--- src/hw/rtl/rtd_pkg.sv ---
// ----------------------------------------------------------------------------
// Record table deframer package
// Shared constants, status codes and result types of the record table deframer.
// ----------------------------------------------------------------------------
package rtd_pkg;

    localparam int ENTRY_LIMIT      = 1024;
    localparam int HDR_BYTES        = 8;
    localparam int ENTRY_BYTES      = 25;
    localparam int ENTRY_DATA_BYTES = ENTRY_BYTES - 1;
    localparam int HDR_KEEP_W       = (HDR_BYTES - 1) * 8;
    localparam int ENTRY_DATA_W     = ENTRY_DATA_BYTES * 8;
    localparam int SCHEMA_W         = 32;
    localparam int HDR_COUNT_W      = 32;
    localparam int CNT_W            = $clog2(ENTRY_LIMIT + 1);
    localparam int POS_W            = $clog2(HDR_BYTES + 1);
    localparam int EBI_W            = $clog2(ENTRY_BYTES);
    localparam int FIFO_DEPTH       = 4;
    localparam int FIFO_PTR_W       = $clog2(FIFO_DEPTH);
    localparam int FIFO_CNT_W       = $clog2(FIFO_DEPTH + 1);
    localparam int FIFO_SUM_W       = FIFO_CNT_W + 1;

    localparam logic [SCHEMA_W-1:0] SCHEMA_RESET = 32'd1;

    localparam logic [1:0] ST_OK     = 2'd0;
    localparam logic [1:0] ST_SHORT  = 2'd1;
    localparam logic [1:0] ST_FORMAT = 2'd2;

    localparam logic KIND_ENTRY  = 1'b0;
    localparam logic KIND_STATUS = 1'b1;

    typedef struct packed {
        logic               result_kind;
        logic [63:0]        entity_id;
        logic signed [63:0] current_value;
        logic signed [63:0] maximum_value;
        logic               alive_flag;
        logic [1:0]         status;
        logic               last_result;
    } rtd_result_t;

    typedef struct packed {
        logic [1:0]  num;
        rtd_result_t res0;
        rtd_result_t res1;
    } rtd_push_t;

endpackage

--- src/hw/rtl/rtd_byte_if.sv ---
// ----------------------------------------------------------------------------
// Message byte channel
// Valid/ready channel that carries one message byte and its end marker.
// ----------------------------------------------------------------------------
interface rtd_byte_if;
    logic       valid;
    logic       ready;
    logic [7:0] data_byte;
    logic       end_of_message;

    modport source (output valid, output data_byte, output end_of_message, input ready);
    modport sink (input valid, input data_byte, input end_of_message, output ready);
endinterface

--- src/hw/rtl/rtd_result_if.sv ---
// ----------------------------------------------------------------------------
// Result channel
// Valid/ready channel that carries one decoded entry or one final status.
// ----------------------------------------------------------------------------
interface rtd_result_if;
    logic               valid;
    logic               ready;
    logic               result_kind;
    logic [63:0]        entity_id;
    logic signed [63:0] current_value;
    logic signed [63:0] maximum_value;
    logic               alive_flag;
    logic [1:0]         status;
    logic               last_result;

    modport source (
        output valid, output result_kind, output entity_id, output current_value,
        output maximum_value, output alive_flag, output status, output last_result,
        input ready
    );
    modport sink (
        input valid, input result_kind, input entity_id, input current_value,
        input maximum_value, input alive_flag, input status, input last_result,
        output ready
    );
endinterface

--- src/hw/rtl/rtd_cfg_if.sv ---
// ----------------------------------------------------------------------------
// Configuration write channel
// Valid/ready channel that carries the expected schema word.
// ----------------------------------------------------------------------------
interface rtd_cfg_if;
    logic        valid;
    logic        ready;
    logic [31:0] schema_word;

    modport source (output valid, output schema_word, input ready);
    modport sink (input valid, input schema_word, output ready);
endinterface

--- src/hw/rtl/record_table_deframer_core.sv ---
// A taken byte is held in the decoder's input register, and its results are written from there into the result queue.
// Throughput: one byte per cycle; a byte gives at most two results, held in a
// four-deep result queue, and input stalls while the queued results and those
// of the byte being decoded number more than two.
// Reset clears the message position, counts and error flag and empties the queue; the schema word is 1.
// ----------------------------------------------------------------------------
// Record table deframer core
// Top level: schema register, byte decoder and result queue.
// ----------------------------------------------------------------------------
module record_table_deframer_core (
    input  logic                clk,
    input  logic                rst_n,
    rtd_byte_if.sink            msg,
    rtd_result_if.source        res,
    rtd_cfg_if.sink             cfg
);
    import rtd_pkg::*;

    logic [SCHEMA_W-1:0]   schema_reg;
    rtd_push_t             push;
    rtd_result_t           head;
    logic                  not_empty;
    logic [FIFO_CNT_W-1:0] level;
    logic [FIFO_SUM_W-1:0] pending;
    logic                  take;
    logic                  pop;

    assign pending   = FIFO_SUM_W'(level) + FIFO_SUM_W'(push.num);
    assign msg.ready = pending <= FIFO_SUM_W'(FIFO_DEPTH - 2);
    assign take      = msg.valid & msg.ready;
    assign cfg.ready = 1'b1;
    assign pop       = res.valid & res.ready;

    always_ff @(posedge clk or negedge rst_n)
    begin
        if (!rst_n)
        begin
            schema_reg <= SCHEMA_RESET;
        end
        else if (cfg.valid)
        begin
            schema_reg <= cfg.schema_word;
        end
    end

    rtd_decoder u_decoder (
        .clk            (clk),
        .rst_n          (rst_n),
        .take           (take),
        .data_byte      (msg.data_byte),
        .end_of_message (msg.end_of_message),
        .schema_word    (schema_reg),
        .push           (push)
    );

    rtd_result_fifo u_fifo (
        .clk       (clk),
        .rst_n     (rst_n),
        .push      (push),
        .pop       (pop),
        .head      (head),
        .not_empty (not_empty),
        .level     (level)
    );

    assign res.valid         = not_empty;
    assign res.result_kind   = head.result_kind;
    assign res.entity_id     = head.entity_id;
    assign res.current_value = head.current_value;
    assign res.maximum_value = head.maximum_value;
    assign res.alive_flag    = head.alive_flag;
    assign res.status        = head.status;
    assign res.last_result   = head.last_result;

endmodule

--- src/hw/rtl/rtd_decoder.sv ---
// ----------------------------------------------------------------------------
// Record table decoder
// Input register, message state and the per-byte decode that yields up to two
// results for each byte.
// ----------------------------------------------------------------------------
module rtd_decoder (
    input  logic                              clk,
    input  logic                              rst_n,
    input  logic                              take,
    input  logic [7:0]                        data_byte,
    input  logic                              end_of_message,
    input  logic [rtd_pkg::SCHEMA_W-1:0]      schema_word,
    output rtd_pkg::rtd_push_t                push
);
    import rtd_pkg::*;

    logic                    item_vld_reg;
    logic [7:0]              byte_reg;
    logic                    eom_reg;

    logic [POS_W-1:0]        pos_reg,  pos_next;
    logic [HDR_KEEP_W-1:0]   hdr_reg,  hdr_next;
    logic [CNT_W-1:0]        cnt_reg,  cnt_next;
    logic [CNT_W-1:0]        seen_reg, seen_next;
    logic [EBI_W-1:0]        ebi_reg,  ebi_next;
    logic                    err_reg,  err_next;
    logic [ENTRY_DATA_W-1:0] ent_reg,  ent_next;

    logic [HDR_COUNT_W-1:0]  hdr_count;
    logic                    emit;
    logic [1:0]              st;
    rtd_result_t             entry_res;
    rtd_result_t             status_res;

    assign hdr_count = {byte_reg, hdr_reg[HDR_KEEP_W-1:SCHEMA_W]};

    always_comb
    begin
        pos_next  = pos_reg;
        hdr_next  = hdr_reg;
        cnt_next  = cnt_reg;
        seen_next = seen_reg;
        ebi_next  = ebi_reg;
        err_next  = err_reg;
        ent_next  = ent_reg;
        emit      = 1'b0;
        st        = ST_OK;

        if (pos_reg < POS_W'(HDR_BYTES))
        begin
            hdr_next = {byte_reg, hdr_reg[HDR_KEEP_W-1:8]};
            if (pos_reg == POS_W'(HDR_BYTES - 1))
            begin
                cnt_next = hdr_count[CNT_W-1:0];
                if (hdr_reg[SCHEMA_W-1:0] != schema_word
                    || hdr_count > HDR_COUNT_W'(ENTRY_LIMIT))
                begin
                    err_next = 1'b1;
                end
            end
        end
        else if (seen_reg >= cnt_reg)
        begin
            err_next = 1'b1;
        end
        else if (ebi_reg < EBI_W'(ENTRY_DATA_BYTES))
        begin
            ent_next = {byte_reg, ent_reg[ENTRY_DATA_W-1:8]};
            ebi_next = ebi_reg + EBI_W'(1);
        end
        else
        begin
            if (byte_reg > 8'd1)
            begin
                err_next = 1'b1;
            end
            emit      = ~err_next;
            ebi_next  = '0;
            seen_next = seen_reg + CNT_W'(1);
        end

        if (pos_reg < POS_W'(HDR_BYTES))
        begin
            pos_next = pos_reg + POS_W'(1);
        end

        if (pos_next < POS_W'(HDR_BYTES))
        begin
            st = ST_SHORT;
        end
        else if (err_next || ebi_next != '0 || seen_next != cnt_next)
        begin
            st = ST_FORMAT;
        end

        if (eom_reg)
        begin
            pos_next  = '0;
            cnt_next  = '0;
            seen_next = '0;
            ebi_next  = '0;
            err_next  = 1'b0;
        end
    end

    always_comb
    begin
        entry_res               = '0;
        entry_res.result_kind   = KIND_ENTRY;
        entry_res.entity_id     = ent_reg[63:0];
        entry_res.current_value = ent_reg[127:64];
        entry_res.maximum_value = ent_reg[191:128];
        entry_res.alive_flag    = byte_reg[0];

        status_res             = '0;
        status_res.result_kind = KIND_STATUS;
        status_res.status      = st;
        status_res.last_result = 1'b1;

        push      = '0;
        push.res0 = emit ? entry_res : status_res;
        push.res1 = status_res;
        if (item_vld_reg)
        begin
            push.num = 2'({1'b0, emit} + {1'b0, eom_reg});
        end
    end

    always_ff @(posedge clk or negedge rst_n)
    begin
        if (!rst_n)
        begin
            item_vld_reg <= 1'b0;
            pos_reg      <= '0;
            cnt_reg      <= '0;
            seen_reg     <= '0;
            ebi_reg      <= '0;
            err_reg      <= 1'b0;
        end
        else
        begin
            item_vld_reg <= take;
            if (item_vld_reg)
            begin
                pos_reg  <= pos_next;
                cnt_reg  <= cnt_next;
                seen_reg <= seen_next;
                ebi_reg  <= ebi_next;
                err_reg  <= err_next;
            end
        end
    end

    always_ff @(posedge clk)
    begin
        if (take)
        begin
            byte_reg <= data_byte;
            eom_reg  <= end_of_message;
        end
        if (item_vld_reg)
        begin
            hdr_reg <= hdr_next;
            ent_reg <= ent_next;
        end
    end

endmodule

--- src/hw/rtl/rtd_result_fifo.sv ---
// ----------------------------------------------------------------------------
// Result queue
// Small register queue that takes up to two results per cycle and hands out
// one per transfer.
// ----------------------------------------------------------------------------
module rtd_result_fifo (
    input  logic                              clk,
    input  logic                              rst_n,
    input  rtd_pkg::rtd_push_t                push,
    input  logic                              pop,
    output rtd_pkg::rtd_result_t              head,
    output logic                              not_empty,
    output logic [rtd_pkg::FIFO_CNT_W-1:0]    level
);
    import rtd_pkg::*;

    rtd_result_t           mem_reg [FIFO_DEPTH];
    logic [FIFO_PTR_W-1:0] wr_ptr_reg, wr_ptr_next;
    logic [FIFO_PTR_W-1:0] rd_ptr_reg;
    logic [FIFO_CNT_W-1:0] cnt_reg, cnt_next;
    logic [FIFO_PTR_W-1:0] wr_ptr_plus1;

    assign wr_ptr_plus1 = wr_ptr_reg + FIFO_PTR_W'(1);
    assign wr_ptr_next  = wr_ptr_reg + FIFO_PTR_W'(push.num);
    assign cnt_next     = cnt_reg + FIFO_CNT_W'(push.num) - FIFO_CNT_W'(pop);
    assign head         = mem_reg[rd_ptr_reg];
    assign not_empty    = cnt_reg != '0;
    assign level        = cnt_reg;

    always_ff @(posedge clk)
    begin
        if (push.num != 2'd0)
        begin
            mem_reg[wr_ptr_reg] <= push.res0;
        end
        if (push.num == 2'd2)
        begin
            mem_reg[wr_ptr_plus1] <= push.res1;
        end
    end

    always_ff @(posedge clk or negedge rst_n)
    begin
        if (!rst_n)
        begin
            wr_ptr_reg <= '0;
            rd_ptr_reg <= '0;
            cnt_reg    <= '0;
        end
        else
        begin
            wr_ptr_reg <= wr_ptr_next;
            cnt_reg    <= cnt_next;
            if (pop)
            begin
                rd_ptr_reg <= rd_ptr_reg + FIFO_PTR_W'(1);
            end
        end
    end

endmodule
--- src/flat_wrapper.sv ---
// flat-port wrapper written by rule: the top's interface ports become plain ports
module record_table_deframer_core_flat import rtd_pkg::*;
  (clk, rst_n, msg_valid, msg_data_byte, msg_end_of_message, msg_ready, res_valid, res_result_kind, res_entity_id, res_current_value, res_maximum_value, res_alive_flag, res_status, res_last_result, res_ready, cfg_valid, cfg_schema_word, cfg_ready);
  rtd_byte_if msg_i ();
  rtd_result_if res_i ();
  rtd_cfg_if cfg_i ();
  input  logic clk;
  input  logic rst_n;
  input wire logic [$bits(msg_i.valid)-1:0] msg_valid;
  input wire logic [$bits(msg_i.data_byte)-1:0] msg_data_byte;
  input wire logic [$bits(msg_i.end_of_message)-1:0] msg_end_of_message;
  output wire logic [$bits(msg_i.ready)-1:0] msg_ready;
  output wire logic [$bits(res_i.valid)-1:0] res_valid;
  output wire logic [$bits(res_i.result_kind)-1:0] res_result_kind;
  output wire logic [$bits(res_i.entity_id)-1:0] res_entity_id;
  output wire logic [$bits(res_i.current_value)-1:0] res_current_value;
  output wire logic [$bits(res_i.maximum_value)-1:0] res_maximum_value;
  output wire logic [$bits(res_i.alive_flag)-1:0] res_alive_flag;
  output wire logic [$bits(res_i.status)-1:0] res_status;
  output wire logic [$bits(res_i.last_result)-1:0] res_last_result;
  input wire logic [$bits(res_i.ready)-1:0] res_ready;
  input wire logic [$bits(cfg_i.valid)-1:0] cfg_valid;
  input wire logic [$bits(cfg_i.schema_word)-1:0] cfg_schema_word;
  output wire logic [$bits(cfg_i.ready)-1:0] cfg_ready;
  assign msg_i.valid = msg_valid;
  assign msg_i.data_byte = msg_data_byte;
  assign msg_i.end_of_message = msg_end_of_message;
  assign msg_ready = msg_i.ready;
  assign res_valid = res_i.valid;
  assign res_result_kind = res_i.result_kind;
  assign res_entity_id = res_i.entity_id;
  assign res_current_value = res_i.current_value;
  assign res_maximum_value = res_i.maximum_value;
  assign res_alive_flag = res_i.alive_flag;
  assign res_status = res_i.status;
  assign res_last_result = res_i.last_result;
  assign res_i.ready = res_ready;
  assign cfg_i.valid = cfg_valid;
  assign cfg_i.schema_word = cfg_schema_word;
  assign cfg_ready = cfg_i.ready;
  record_table_deframer_core u_core (.clk(clk), .rst_n(rst_n), .msg(msg_i), .res(res_i), .cfg(cfg_i));
endmodule
--- config.mk ---
export PLATFORM = sky130hd
export DESIGN_NAME = record_table_deframer_core_flat
export DESIGN_NICKNAME = d
export VERILOG_FILES = /design/src/hw/rtl/rtd_pkg.sv /design/src/hw/rtl/rtd_byte_if.sv /design/src/hw/rtl/rtd_result_if.sv /design/src/hw/rtl/rtd_cfg_if.sv /design/src/hw/rtl/record_table_deframer_core.sv /design/src/hw/rtl/rtd_decoder.sv /design/src/hw/rtl/rtd_result_fifo.sv /design/src/flat_wrapper.sv
export SDC_FILE = /design/constraint.sdc
export NUM_CORES = 2
export LEC_CHECK = 0
export BUFFER_PORTS_ARGS = -buffer_cell sky130_fd_sc_hd__buf_2
export CAP_MARGIN = 0
export CELL_PAD_IN_SITES_DETAIL_PLACEMENT = 0
export CELL_PAD_IN_SITES_GLOBAL_PLACEMENT = 2
export CORE_MARGIN = 2
export CORE_UTILIZATION = 43
export CTS_CLUSTER_SIZE = 16
export DETAILED_ROUTE_END_ITERATION = 12
export PLACE_DENSITY_LB_ADDON = 0.2
export SYNTH_ARGS = -nofsm -noshare
export SYNTH_HDL_FRONTEND = slang
export SYNTH_HIERARCHICAL = 1
export SYNTH_SLANG_ARGS = --single-unit
export TNS_END_PERCENT = 20
--- constraint.sdc ---
create_clock -name clk -period 16.8 [get_ports clk]
set_clock_uncertainty 0.15 [all_clocks]
set_input_delay 2.52 -clock clk [delete_from_list [all_inputs] [get_ports clk]]
set_output_delay 2.52 -clock clk [all_outputs]
set_load 0.02 [all_outputs]
======== After elaboration in Yosys (flattened, before gate mapping) ========
Memories as Yosys holds them, arrays and structs flattened.
Cells that the tools add are included.
operators by class
  order comparisons ....................... 7
  divide/modulo/power cells ............... 0
  add/sub/neg operators ................... 10
  bitwise operators ....................... 5
  reduce and logical (&&, ||, !) cells .... 8
  multiplexer cells ....................... 34
  equal/unequal tests ..................... 4
  shifts and indexed selects .............. 0
  $mul .................................... 0
operator list
  operator                                                                           count
  197-bit two-way mux                                                                1
  11-bit two-way mux                                                                 7
  32-bit by 11-bit > comparator with 1-bit output (second input constant)            1
  32-bit inequality test                                                             1
  5-bit two-way mux                                                                  4
  1-bit two-way mux                                                                  17
  11-bit by 1-bit adder with 11-bit output (second input constant)                   1
  11-bit >= comparator                                                               1
  11-bit inequality test                                                             1
  8-bit by 1-bit > comparator with 1-bit output (second input constant)              1
  4-bit less-than comparator (second input constant)                                 2
  4-bit two-way mux                                                                  2
  2-bit two-way mux                                                                  3
  5-bit by 1-bit adder with 5-bit output (second input constant)                     1
  5-bit less-than comparator (second input constant)                                 1
  5-bit nonzero test                                                                 1
  2-bit by 1-bit adder with 2-bit output (second input constant)                     2
  3-bit by 2-bit adder with 4-bit output                                             1
  4-bit by 1-bit adder with 4-bit output (second input constant)                     1
  4-bit by 3-bit equality test with 1-bit output (second input constant)             1
  4-bit by 2-bit less-or-equal comparator with 1-bit output (second input constant)  1
  4-bit AND reduction                                                                1
  3-bit by 2-bit adder with 3-bit output                                             1
  1-bit logical OR                                                                   3
  9 further kinds                                                                    12
storage, ports and cells
  logic and storage cells ................. 83
  output and inout port bits .............. 200
  latch bits .............................. 0
  memories kept ........................... 1
  memory bits (read-only) ................. 0
  memory bits (writable) .................. 788
  register bits after elaboration ......... 329
  input bits .............................. 46
memories
  name                   words  width  rd ports  clocked after memory_dff  write ports  line                   text
  u_core.u_fifo.mem_reg  4      197    1         0                         2            rtd_result_fifo.sv:17  rtd_result_t mem_reg [FIFO_DEPTH];

======== Depth between registers and ports, before layout ========
  depth in word-level cells ............... 14
  mapped depth ............................ 17
  depth with buffers taken out ............ 14

======== Cells and area by module ========
Netlist, hierarchy kept.
by module, submodules not included
  module                      cells an instance  times used  sequential area each (sq um)  area an instance (sq um)
  rtd_result_fifo             1944               1           23837.9                       39324.0
  rtd_decoder                 1027               1           8543.2                        13540.5
  record_table_deframer_core  80                 1           802.0                         1458.9

======== Least setup slack after synthesis ========
OpenSTA, ideal clock, no wires.
  path type ............................... reg-to-reg
  start ................................... register u_core.u_decoder.seen_reg[10]
  end ..................................... memory u_core/u_fifo/mem_reg[0][0] (netlist bit) (enable)
  slack ................................... -1432 ps
  arrival ................................. 17041 ps
  stages on the path, launching flop included .. 14
  period minus slack after synthesis ...... 18232 ps
  setup time .............................. 1041 ps
  path buffers ............................ 4
  data required time ...................... 15609 ps
  cell sequence ........................... dfrtp_1 ha_1 and3_1 buf_2 a211oi_2 nand2_1 nor3_2 buf_2 buf_2 ha_1 and2_1 clkbuf_2 nor2_1 o31ai_1
RTL lines
  what                    line                   text
  from (decl)             rtd_decoder.sv:24      logic [CNT_W-1:0] seen_reg, seen_next;
  from (signal assigned)  rtd_decoder.sv:147     seen_reg <= seen_next;
  to (decl)               rtd_result_fifo.sv:17

======== Worst setup path in the final report ========
  start ................................... register u_core.u_fifo.rd_ptr_reg[0]
  end ..................................... output res_current_value[2]
on the way
  longest elaborated chain between the ends .. 1
ends and longest elaborated chain
  what                    line                   text
  from (decl)             rtd_result_fifo.sv:19  logic [FIFO_PTR_W-1:0] rd_ptr_reg;
  from (signal assigned)  rtd_result_fifo.sv:56  rd_ptr_reg <= rd_ptr_reg + FIFO_PTR_W'(1);
  memory 4 x 197 bit      n/a
  to (decl)               flat_wrapper.sv:16     output wire logic [$bits(res_i.current_value)-1:0] res_current_value;
No other way between the ends.

==> results.sh <==
export IMPL_status="completed"
export IMPL_root_buffer="clkbuf_16"
export IMPL_io_pins=246
export IMPL_synthXorXnorAreaFrac_pct=0.921
export IMPL_whs_endpoint="u_core/u_decoder/ent_reg[36]"
export IMPL_async_reset_ff_share_pct=6.45
export IMPL_met2RoutedLength_um=64700
export IMPL_cp_start_kind="register"
export IMPL_num_fill_cells=10600
export IMPL_synth_warning_count=6
export IMPL_setup_ws_ns=8.76
export IMPL_rows=130
export IMPL_vias=27100
export IMPL_fmax_mhz=124
export IMPL_reg2reg_depth=13
export IMPL_slew_violations=0
export IMPL_period_needed_ns=8.04
export IMPL_largest_reg_flops=788
export IMPL_drtIter0Drc=1771
export IMPL_syn_cell_area_um2=54300
export IMPL_initial_utilization_pct=43.3
export IMPL_pre_cts_ws_ns=9.15
export IMPL_worst_setup_path_type="register to output pin"
export IMPL_die_height_um=359
export IMPL_hold_depth=0
export IMPL_grt_use_total_pct=20.3
export IMPL_p_per_area_nw_per_um2=131
export IMPL_grt_first_pass_wirelength_um=197000
export IMPL_r2r_start="u_core/u_decoder/seen_reg[2]"
export IMPL_rr_endpoint="u_core/u_fifo/mem_reg[3][7]"
export IMPL_htree_levels=3
export IMPL_final_area_um2=59700
export IMPL_synthAdderAreaFrac_pct=0.557
export IMPL_antenna_found_initial=6
export IMPL_insertion_delay_ns=0.72
export IMPL_avgRoutedWirePerCell_um=26.2
export IMPL_cts_tree="done"
export IMPL_maxCapViolations=0
export IMPL_tightest_slew_ns=1.16
export IMPL_numPortBuffers=244
export IMPL_place_congestion=0.789
export IMPL_ys_flop_type="edfxtp_1"
export IMPL_layout_drive_gt1_share_pct=42.8
export IMPL_dr_wl_met3_um=5670
export IMPL_grt_max_degree=143
export IMPL_final_hold_viol_count=0
export IMPL_rrSetupSlack_ns=10.77
export IMPL_die_w_um=359
export IMPL_path_max_fanout=43
export IMPL_max_vdd_ir_drop_uv=90.2
export IMPL_drt_total_wl_um=132000
export IMPL_grt_overflow_total=0
export IMPL_ctsHoldBuffers=0
export IMPL_area_delta_synth_final_pct=9.95
export IMPL_synth_compound_area_share_pct=1.23
export IMPL_core_area_um2=126000
export IMPL_viasPerCell=5.41
export IMPL_setup_tns_final_ns=0
export IMPL_p_leak_nw=22.1
export IMPL_post_cts_buffers=0
export IMPL_critPathCaptureType="output pin"
export IMPL_worstPathArrival_ns=5.37
export IMPL_setup_viol=0
export IMPL_cts_buffer_depth=3
export IMPL_layout_nets=3346
export IMPL_drt_first_pass_iters=5
export IMPL_final_util_pct=47.6
export IMPL_dp_hpwl_um=74700
export IMPL_ant_nets=0
export IMPL_muxShareOfSynthArea_pct=27.3
export IMPL_cts_buffers_inserted=119
export IMPL_met1_length_um=57900
export IMPL_synth_top_family_by_area="multiplexers"
export IMPL_cts_sinks=1117
export IMPL_cts_clk_slew_worst_paths_ns=0.06
export IMPL_post_cts_resized=0
export IMPL_synth_simple_area_share_pct=3.70
export IMPL_synth_seq_area_share_pct=61.1
export IMPL_hp_class="register to register"
export IMPL_rsz0062_at_grt="no"
export IMPL_worstHoldStart="u_core/u_decoder/ent_reg[44]"
export IMPL_grt_pass1_vias=29900
export IMPL_ys_types=70
export IMPL_slew_headroom_pct=22.4
export IMPL_highest_layer="met4"
export IMPL_die_area_um2=129000
export IMPL_synth_enable_flop_cells=1045
export IMPL_required_ns=14.13
export IMPL_place_area_um2=56100
export IMPL_power_total_mw=7.81
export IMPL_synth_cells=3051
export IMPL_period_share_pct=47.8
export IMPL_drc=0
export IMPL_ys_seq_elements=1117
export IMPL_avgSynthCellArea_um2=17.8
==> cells by family after synthesis <==
family,after synthesis
DFF,1117
muxes,1030
buffers and inverters,393
adders and majority gates,23
xor gates and xnor gates,54
and+or+nand+nor,336
AOI/OAI and AO/OA,95
other,3
==> layout by cell type (no fill, tap or decap), types with 5 or more instances in the layout <==
| master | netlist | layout |
|---|---|---|
| and2_1 | 198 | 198 |
| nand2_1 | 28 | 28 |
| mux2_4 | 279 | 279 |
| inv_1 | 23 | 23 |
| nand4_1 | 16 | 16 |
| buf_2 | 68 | 244 |
| mux4_2 | 197 | 197 |
| buf_4 | 223 | 30 |
| o31ai_1 | 9 | 8 |
| clkinv_2 | 0 | 22 |
| edfxtp_1 | 1045 | 1045 |
| and3_1 | 11 | 11 |
| mux2_2 | 502 | 502 |
| xor2_1 | 6 | 6 |
| xnor2_1 | 46 | 46 |
| bufinv_16 | 0 | 5 |
| clkbuf_16 | 0 | 122 |
| mux2_1 | 39 | 39 |
| dfrtp_1 | 71 | 69 |
| ha_1 | 21 | 21 |
| clkinv_1 | 0 | 21 |
| a31oi_1 | 7 | 7 |
| buf_12 | 3 | 8 |
| clkbuf_1 | 21 | 31 |
| nor4_1 | 11 | 11 |
| nand3b_1 | 6 | 6 |
| conb_1 | 3 | 196 |
| mux2i_1 | 13 | 13 |
| a22o_1 | 9 | 9 |
| a21oi_1 | 16 | 16 |
| nand3_1 | 12 | 12 |
| o21ai_0 | 18 | 18 |
| nor3_1 | 6 | 5 |
| nor2_1 | 22 | 20 |
==> final cells by class <==
type	instances	area, µm²	share of cell area (%)
Clock inverter	55	404	0.677
Sequential cell	1117	33200	55.6
Clock buffer	157	3220	5.40
Tap cell	1650	2060	3.46
Timing Repair Buffer	282	1610	2.69
Inverter	23	86.3	0.145
Antenna cell	2	5.00	0.00838
Multi-Input combinational cell	1734	19100	32.1
==> routing by layer <==
| layer | vias up | GRT usage (%) |
|---|---|---|
| li1 | 12000 | - |
| met1 | 14400 | 27.4 |
| met2 | 580 | 34.5 |
| met3 | 202 | 2.87 |
| met4 | 0 | 5.38 |
| met5 | - | 0 |
==> synth_stat cells, drive strengths merged (16+ instances only) <==
| master | count | area, µm² |
|---|---|---|
| and2 | 198 | 1240 |
| nand2 | 28 | 105 |
| xnor2 | 46 | 403 |
| clkbuf | 22 | 83.8 |
| mux4 | 197 | 4440 |
| nand4 | 16 | 100 |
| inv | 23 | 86.3 |
| o21ai | 20 | 100 |
| a21oi | 16 | 80.1 |
| mux2 | 820 | 10300 |
| dfrtp | 71 | 1780 |
| edfxtp | 1045 | 31400 |
| buf | 348 | 2630 |
| ha | 21 | 263 |
| nor2 | 22 | 82.6 |
==> stage by stage <==
step	hold slack, ns	std cells
2_1_floorplan	0.267	3244
3_3_place_gp	0.273	4806
3_5_place_dp	0.275	4806
4_1_cts	0.274	5018
5_1_grt	0.287	5018
6_report	0.271	5020
==> worst max-delay path by stage <==
stage / slack [ns] / end / cells after the start / from
floorplan: 1.27 / u_core/u_decoder/ent_reg[0] / 7 / u_core/u_decoder/cnt_reg[2]
CTS: 8.39 / res_current_value[52] / 6 / u_core/u_fifo/rd_ptr_reg[0]
finish: 8.76 / res_current_value[2] / 6 / u_core/u_fifo/rd_ptr_reg[0]
global route: 8.16 / res_current_value[52] / 6 / u_core/u_fifo/rd_ptr_reg[0]
global placement: 9.20 / res_current_value[9] / 6 / u_core/u_fifo/rd_ptr_reg[0]
detailed placement: 9.15 / res_current_value[2] / 6 / u_core/u_fifo/rd_ptr_reg[0]
==> critical path, stage by stage (launching register included) <==
cell and delay, ns:
dfrtp_4 0.65, buf_4 0.71, buf_4 0.85, buf_4 0.86, buf_4 0.66, mux4_2 0.60
buf_2 0.18
==> power by group <==
part           total, mW  switching [mW]  internal, mW  leakage, nW
registers           3.35           0.110          3.24         10.8
clock network       2.49            1.07          1.41         1.78
logic               1.97            1.23         0.743         9.54
total               7.81            2.41          5.40         22.1
Power figures use the tool's default switching activity.
